File: config.mk
export PLATFORM = sky130hd
export DESIGN_NAME = tagged_frame_receiver_top
export DESIGN_NICKNAME = d
export VERILOG_FILES = /design/src/hw/rtl/tfr_pkg.sv /design/src/hw/rtl/tfr_core.sv /design/src/hw/rtl/tagged_frame_receiver_top.sv
export SDC_FILE = /design/constraint.sdc
export NUM_CORES = 1
export LEC_CHECK = 0
export BUFFER_PORTS_ARGS = -buffer_cell sky130_fd_sc_hd__buf_2
export CORE_UTILIZATION = 25
export CTS_CLUSTER_DIAMETER = 40
export CTS_CLUSTER_SIZE = 10
export DETAILED_ROUTE_END_ITERATION = 10
export HOLD_SLACK_MARGIN = 0.05
export PLACE_DENSITY_LB_ADDON = 0.15
export SLEW_MARGIN = 0
export SYNTH_ARGS = -nofsm -noshare
export SYNTH_HDL_FRONTEND = slang
export SYNTH_SLANG_ARGS = --single-unit
File: constraint.sdc
create_clock -name clk -period 3.1 [get_ports clk]
set_clock_uncertainty 0.05 [all_clocks]
set_input_delay 0.155 -clock clk [delete_from_list [all_inputs] [get_ports clk]]
set_output_delay 0.155 -clock clk [all_outputs]
set_load 0.02 [all_outputs]
File: src/hw/rtl/tfr_pkg.sv
// shared constants and types for the tagged frame receiver
// no dependencies
package tfr_pkg;

  localparam int FRAME_LEN_DEF = 11;

  localparam logic [7:0] HEAD_BYTE = 8'hD8;
  localparam logic [7:0] TAIL_BYTE = 8'hEE;
  localparam logic [7:0] TAG_LEFT  = 8'hB0;
  localparam logic [7:0] TAG_RIGHT = 8'hB1;
  localparam logic [7:0] TAG_STEER = 8'hB2;

  localparam int POS_TAG_LEFT  = 1;
  localparam int POS_TAG_RIGHT = 4;
  localparam int POS_TAG_STEER = 7;

  typedef enum logic [1:0] {
    ST_WAIT     = 2'd0,
    ST_OK       = 2'd1,
    ST_HEAD_ERR = 2'd2,
    ST_TAIL_ERR = 2'd3
  } status_t;

  typedef enum logic {
    REQ_BYTE = 1'b0,
    REQ_SYNC = 1'b1
  } req_t;

endpackage

File: src/hw/rtl/tfr_core.sv
// frame store, byte counter, status and decoded value registers
// depends on tfr_pkg
module tfr_core #(
  parameter int FRAME_LEN = tfr_pkg::FRAME_LEN_DEF
) (
  input  logic               clk,
  input  logic               rst,
  input  logic               step_en,
  input  tfr_pkg::req_t      step_req,
  input  logic [7:0]         step_byte,
  output logic signed [15:0] left_count,
  output logic signed [15:0] right_count,
  output logic signed [15:0] steer_value,
  output tfr_pkg::status_t   frame_status,
  output logic               values_updated
);
  import tfr_pkg::*;

  localparam int CNT_W = $clog2(FRAME_LEN);

  logic [CNT_W-1:0] byte_index;
  logic [CNT_W-1:0] byte_index_next;
  logic [CNT_W-1:0] idx_cur;
  logic [7:0]       frame_store [FRAME_LEN];
  status_t          status_reg;
  status_t          status_next;
  logic [15:0]      left_reg, left_next;
  logic [15:0]      right_reg, right_next;
  logic [15:0]      steer_reg, steer_next;
  logic             updated_next;

  // out-of-range counter wraps to the first entry
  always_comb begin
    if ({1'b0, byte_index} >= (CNT_W + 1)'(FRAME_LEN)) begin
      idx_cur = '0;
    end else begin
      idx_cur = byte_index;
    end
  end

  always_comb begin
    byte_index_next = byte_index;
    status_next     = status_reg;
    left_next       = left_reg;
    right_next      = right_reg;
    steer_next      = steer_reg;
    updated_next    = 1'b0;
    unique case (step_req)
      REQ_BYTE: begin
        if (idx_cur == '0 && step_byte != HEAD_BYTE) begin
          byte_index_next = '0;
          status_next     = ST_HEAD_ERR;
        end else if (idx_cur == CNT_W'(FRAME_LEN - 1)) begin
          byte_index_next = '0;
          status_next     = (step_byte == TAIL_BYTE) ? ST_OK : ST_TAIL_ERR;
        end else begin
          byte_index_next = idx_cur + CNT_W'(1);
        end
      end
      REQ_SYNC: begin
        if (status_reg == ST_OK) begin
          if (frame_store[POS_TAG_LEFT] == TAG_LEFT) begin
            left_next = {frame_store[POS_TAG_LEFT + 1], frame_store[POS_TAG_LEFT + 2]};
          end
          if (frame_store[POS_TAG_RIGHT] == TAG_RIGHT) begin
            right_next = {frame_store[POS_TAG_RIGHT + 1], frame_store[POS_TAG_RIGHT + 2]};
          end
          if (frame_store[POS_TAG_STEER] == TAG_STEER) begin
            steer_next = {frame_store[POS_TAG_STEER + 1], frame_store[POS_TAG_STEER + 2]};
          end
          status_next  = ST_WAIT;
          updated_next = 1'b1;
        end
      end
      default: begin
        byte_index_next = byte_index;
      end
    endcase
  end

  always_ff @(posedge clk) begin
    if (rst) begin
      byte_index     <= '0;
      status_reg     <= ST_WAIT;
      left_reg       <= '0;
      right_reg      <= '0;
      steer_reg      <= '0;
      values_updated <= 1'b0;
    end else if (step_en) begin
      byte_index     <= byte_index_next;
      status_reg     <= status_next;
      left_reg       <= left_next;
      right_reg      <= right_next;
      steer_reg      <= steer_next;
      values_updated <= updated_next;
    end
  end

  always_ff @(posedge clk) begin
    if (step_en && step_req == REQ_BYTE) begin
      frame_store[idx_cur] <= step_byte;
    end
  end

  assign left_count   = left_reg;
  assign right_count  = right_reg;
  assign steer_value  = steer_reg;
  assign frame_status = status_reg;

endmodule

File: src/hw/rtl/tagged_frame_receiver_top.sv
// top level of the tagged frame receiver: input register, handshake, result hold
// depends on tfr_pkg and tfr_core
// input register, then core registers and out_valid, loaded when output advances
// throughput: one item per cycle, limited only by output backpressure
// the state and value registers double as the result register
// reset: counter, status and values cleared, frame store left unwritten
module tagged_frame_receiver_top #(
  parameter int FRAME_LEN = tfr_pkg::FRAME_LEN_DEF
) (
  input  logic               clk,
  input  logic               rst,
  input  logic               in_valid,
  output logic               in_ready,
  input  logic               req_type,
  input  logic [7:0]         rx_byte,
  output logic               out_valid,
  input  logic               out_ready,
  output logic signed [15:0] left_count,
  output logic signed [15:0] right_count,
  output logic signed [15:0] steer_value,
  output logic [1:0]         frame_status,
  output logic               values_updated
);
  import tfr_pkg::*;

  logic       in_valid_q;
  req_t       req_q;
  logic [7:0] byte_q;
  logic       advance;
  logic       step_en;
  status_t    status_w;

  assign advance  = !out_valid || out_ready;
  assign in_ready = !in_valid_q || advance;
  assign step_en  = in_valid_q && advance;

  always_ff @(posedge clk) begin
    if (rst) begin
      in_valid_q <= 1'b0;
      out_valid  <= 1'b0;
    end else begin
      if (in_ready) begin
        in_valid_q <= in_valid;
      end
      if (advance) begin
        out_valid <= in_valid_q;
      end
    end
  end

  // input transfer register
  always_ff @(posedge clk) begin
    if (in_valid && in_ready) begin
      req_q  <= req_t'(req_type);
      byte_q <= rx_byte;
    end
  end

  tfr_core #(
    .FRAME_LEN(FRAME_LEN)
  ) u_core (
    .clk           (clk),
    .rst           (rst),
    .step_en       (step_en),
    .step_req      (req_q),
    .step_byte     (byte_q),
    .left_count    (left_count),
    .right_count   (right_count),
    .steer_value   (steer_value),
    .frame_status  (status_w),
    .values_updated(values_updated)
  );

  assign frame_status = status_w;

endmodule

# Word-level counts from Yosys, hierarchy flattened
# Memory sizes are Yosys's and may differ from the RTL's. A register that Yosys moved wholly into a read port is not among the register bits.
# Index checks and enable logic that the tools add are counted.
[op_classes]
muxes = 12
n_eq_ne = 9
addsub = 1
order_cmp = 1
n_reduce_logical = 14
n_bitwise = 1
[ops]
columns = ["operator", "count"]
rows = [
  ["$eq 8x8->1 const B", 4],
  ["$mux 4", 3],
  ["$reduce_and 4->1", 3],
  ["$mux 2", 4],
  ["$ne 8x8->1 const B", 1],
  ["$add 4x1->4 const B", 1],
  ["$eq 4x4->1 const B", 1],
  ["$ge 4x4->1 const B", 1],
  ["$logic_and 1x1->1", 4],
  ["$logic_not 4->1", 1],
  ["$mux 1", 4],
  ["$pmux 2 s2", 1],
  ["$ne 3x1->1 const B", 1],
  ["$reduce_and 3->1", 1],
  ["$eq 2x1->1 const B", 1],
  ["$logic_not 1->1", 2],
  ["$logic_or 1x1->1", 2],
  ["$ne 2x1->1 const B", 1],
  ["$reduce_and 2->1", 1],
  ["$not 1->1", 1],
]
[totals]
word_cells = 46
memories = 1
register_bits = 18
in_bits = 13
ram_bits = 88
output_inout_bits = 53
[mem_list]
columns = ["name", "depth", "word_bits", "rd", "rd_clocked_by_memory_dff", "write_ports", "line", "source"]
rows = [
  ["u_core.frame_store", 11, 8, 9, 6, 1, "tfr_core.sv:24", "logic [7:0] frame_store [FRAME_LEN];"],
]

# Longest topological paths before layout
[logic_depth]
depth_word = 6
mapped_depth = 6
ltp_nobuf = 4

# Modules after synthesis
# A second synthesis with hierarchy kept.
[unflattened]
cells_unflattened = 377
hier_area_um2 = 5013.6
[modules_own_cells]
columns = ["mod", "instances", "seq_area_each_um2", "area_per_inst_um2", "cells_per_inst"]
rows = [
  ["tfr_core", 1, 3263.1, 4639.4, 358],
  ["tagged_frame_receiver_top", 1, 310.3, 374.1, 19],
]

# Worst setup path after synthesis
# No wires, ideal clock.
[synth_timing]
path_kind = "reg2reg"
startpoint = "register out_valid"
endpoint = "memory u_core.frame_store[8][0] (enable)"
n_path_buf = 1
period_less_slack_ns = 2.152
t_required_ns = 2.655
setup_slack_ns = 0.948
arrival_time_ns = 1.707
stages_incl_launch_ff = 5
setup_time_ns = 0.395
path_cell_list = "dfxtp_1 -> nand2b_2 -> nand3_1 -> clkbuf_1 -> nor4_1"
[synth_via]
elab_chain_cells = 6
[synth_rtl]
columns = ["item", "line", "source"]
rows = [
  ["start: declaration", "tagged_frame_receiver_top.sv:16", "output logic out_valid,"],
  ["start signal: assignment", "tagged_frame_receiver_top.sv:46", "out_valid <= in_valid_q;"],
  ["$logic_not 1->1", "tagged_frame_receiver_top.sv:33", "assign advance = !out_valid || out_ready;"],
  ["$logic_or 1x1->1", "tagged_frame_receiver_top.sv:33", ""],
  ["$logic_and 1x1->1", "tagged_frame_receiver_top.sv:35", "assign step_en = in_valid_q && advance;"],
  ["$logic_and 1x1->1", "tfr_core.sv:100", "if (step_en && step_req == REQ_BYTE) begin"],
  ["$mux 1", "tfr_core.sv:100", ""],
  ["$mux 1 (not written as such)", "tfr_core.sv:101", "frame_store[idx_cur] <= step_byte;"],
  ["end: declaration", "tfr_core.sv:24", ""],
]
# No other way between the ends.

# Worst setup path after layout
[layout_timing]
startpoint = "register u_core.status_reg[0] (netlist: u_core.frame_status[0])"
endpoint = "register u_core.steer_reg[5] (netlist: steer_value[5]) (read register of u_core.frame_store)"
[layout_via]
elab_chain_cells = 2
[layout_rtl]
columns = ["item", "line", "source"]
rows = [
  ["start: declaration", "tfr_core.sv:25", "status_t status_reg;"],
  ["start signal: assignment", "tfr_core.sv:91", "status_reg <= status_next;"],
  ["$eq 2x1->1", "tfr_core.sv:61", "if (status_reg == ST_OK) begin"],
  ["$reduce_and 4->1 (no line)", "-", ""],
  ["end: declaration", "tfr_core.sv:29", "logic [15:0] steer_reg, steer_next;"],
]
# No other way between the ends.
# A chain may end at the register's enable or synchronous reset.

==> summary.txt <==
Power and ir drop
  – Post-layout total power: 4.22 mW
  – Power Density: 672 mW/mm^2
  – Peak supply drop: 0.000371 V
  – Leak: 2.20 nW

Clock network
  – CTS resizes: 0
  – CTS HTree Levels: 4
  – CTS Sinks: 138
  – Clock Root Buffer: clkbuf_16
  – Hold Buf Count CTS: 12
  – Post-CTS setup buffer count: 0
  – Worst-skew pair later-pin latency: 0.41 ns
  – CTS tree: built
  – Maximum root-to-sink buffer count: 2
  – CTS buffer count: 17
  – Clock slew at reported path FFs: 0.06 ns

Critical path
  – CP Capture Type: flop
  – CP Data Arrival Time: 2.61 ns
  – Worst Setup Start Kind: flop
  – Critical path type: flop to flop
  – Worst Path Required: 3.33 ns
  – Crit path max fanout: 29

STA
  – FMAX: 0.420 GHz
  – Post-Route Setup TNS: 0 ns
  – Worst slew pin tran: 0.937 ns
  – Tcrit/Tclk final: 76.9%
  – Fin crit period: 2.38 ns
  – Final Slew Violations: 0
  – Hold Worst Slack: 0.218 ns
  – Final hold vios: 0
  – Final Setup Violations: 0
  – Setup WS post-layout: 0.717 ns
  – Unrepaired setup endpoints after global routing: no
  – Max_slew headroom: 37.3%

Drt
  – Final antenna-violating net count: 0
  – Final WL: 11700 um
  – Post-route DRC: 0
  – Total number of vias: 3245
  – Drt first pass iters: 4
  – 1st-iter DRT viols: 193
  – Drt wl/cell: 15.8 um
  – Vias/cell: 4.39

Placement
  – Placed inst area: 0.00551 sq mm
  – Detailed placement HPWL: 7350 um
  – Dpl ws: 0.687 ns
  – IO Port Bufs: 65
  – GPL Wtd Cong: 0.741

Die
  – Row Count: 51
  – Die height: 143 um
  – Die Wd: 143 um
  – Die area: 0.0203 sq mm
  – Initial Util: 25.5%
  – Core area: 0.0194 sq mm
  – Ports: 66

Flow run
  – Max-cap viol count: 0

GRT
  – GRT Overall Usage: 12.1%
  – First-pass GRT wire length: 17900 um
  – Initial antenna violation count: 0
  – Largest net degree at the start of global routing: 49
  – Vias in the first global route: 3160
  – GRT Residual Overflow: 0

Synthesis
  – FF+latch count, synth: 138
  – Yosys Warn Count: 0
  – Syn Area/Cell: 12.8 sq um
  – Sequential fraction of the synthesis area: 72.4%
  – Cells after synthesis: 387
  – Distinct cells, synth: 41
  – Post-synthesis cell area: 0.00494 sq mm
  – Post-Syn Nets: 400

Finish
  – Number of fill cells: 1981
  – P&R area growth vs syn: 27.0%
  – Final Cell Area: 0.00627 sq mm
  – Ant diodes: 0
  – Most frequent cells in the layout: 81 x edfxtp_1, 65 x buf_2, 57 x dfxtp_1, 55 x a21oi_1, 49 x nand3_1
  – Share of layout cells above drive strength 1: 22.8%
  – Leading cell type in the layout, fill and taps excluded: edfxtp_1
  – NumNets Final: 474

Worst hold path
  – Hold Path Class: primary input to flop

Run status
  – Outcome: complete, no violations
==> path summary, 6_finish.rpt <==
check,start,to,slack (ns),cells after the start
setup reg to reg,u_core.frame_status[0],steer_value[5],0.72,5
hold / removal,rst,u_core.byte_index[3],0.22,2
hold reg to reg,left_count[14],left_count[14],0.42,2
setup / recovery,u_core.frame_status[0],steer_value[5],0.72,5
==> kinds of logic after synthesis <==
kind of cell	Yosys count	synth area share, %
DFF	138	72.4
AOI/OAI and AO/OA	120	13.0
and+or+nand+nor	93	11.1
buffers and inverters	35	3.29
muxes	1	0.228
==> sequential cells by signal, indices dropped and copies added, names as in the netlist <==
name / cells
u_core.byte_index: 4
steer_value: 16
out_valid: 1
req_q: 1
u_core.frame_status: 2
left_count: 16
u_core.right_count: 16
u_core.frame_store: 72
u_core.values_updated: 1
byte_q: 8
in_valid_q: 1
==> final cells by class <==
| cell class | instances | area [sq um] | area share, % |
|---|---|---|---|
| Clock buffer | 25 | 505 | 8.06 |
| Clock inverter | 7 | 135 | 2.15 |
| Inverter | 5 | 18.8 | 0.299 |
| Multi-Input combinational cell | 214 | 1200 | 19.2 |
| Sequential cell | 138 | 3570 | 57.0 |
| Tap cell | 265 | 332 | 5.29 |
| Timing Repair Buffer | 85 | 505 | 8.06 |
==> cells in the mapped netlist (all sizes together) <==
library cell,number,area share [%]
nor4bb,5,1.0
o21ai,55,5.6
a22oi,1,0.25
o211a,1,0.20
nand3b,1,0.15
nor4,3,0.38
a31oi,1,0.13
dfxtp,57,23
buf,16,1.8
inv,5,0.38
a221oi,1,0.30
and4b,2,0.41
nor3,2,0.20
or4,2,0.38
a211o,2,0.35
clkbuf,14,1.1
edfxtp,81,49
and2,5,0.63
nor4b,2,0.48
o21ba,1,0.20
or3b,1,0.18
a21boi,1,0.15
and4,1,0.18
nand2b,4,0.56
nand2,5,0.38
nor2b,3,0.38
o31ai,1,0.15
mux2,1,0.23
nand4,1,0.13
a21oi,55,5.6
nand3,49,5.0
a21o,1,0.15
or4b,1,0.20
nor2,6,0.46
==> report_power, final <==
part           internal (mW)  total (mW)  switching, mW  leakage (nW)
Clock                   1.45        2.17          0.722         0.317
Combinational         0.0257      0.0600         0.0343         0.688
Sequential              1.95        1.98         0.0309          1.19
==> through the flow <==
step,utilization [%],cells
floorplan,-,387
global placement,28.4,695
detailed placement,28.4,695
CTS,32.3,739
global route,32.3,739
finish,32.3,739
==> critical path, cell delays in order, from the launching register on <==
cell and delay, ns:
dfxtp_1 0.34, nor2b_1 0.23, nand4_1 0.76, buf_4 0.54
o21ai_0 0.21, a21oi_1 0.10
==> routing by layer <==
metal	GRT usage [%]	vias to the layer above	share of wire [%]
li1	-	1592	-
met1	15.7	1582	49
met2	18.9	61	47
met3	3.80	10	3.7
met4	4.24	0	1.1
met5	0	-	0
Power figures use the tool's default switching activity.
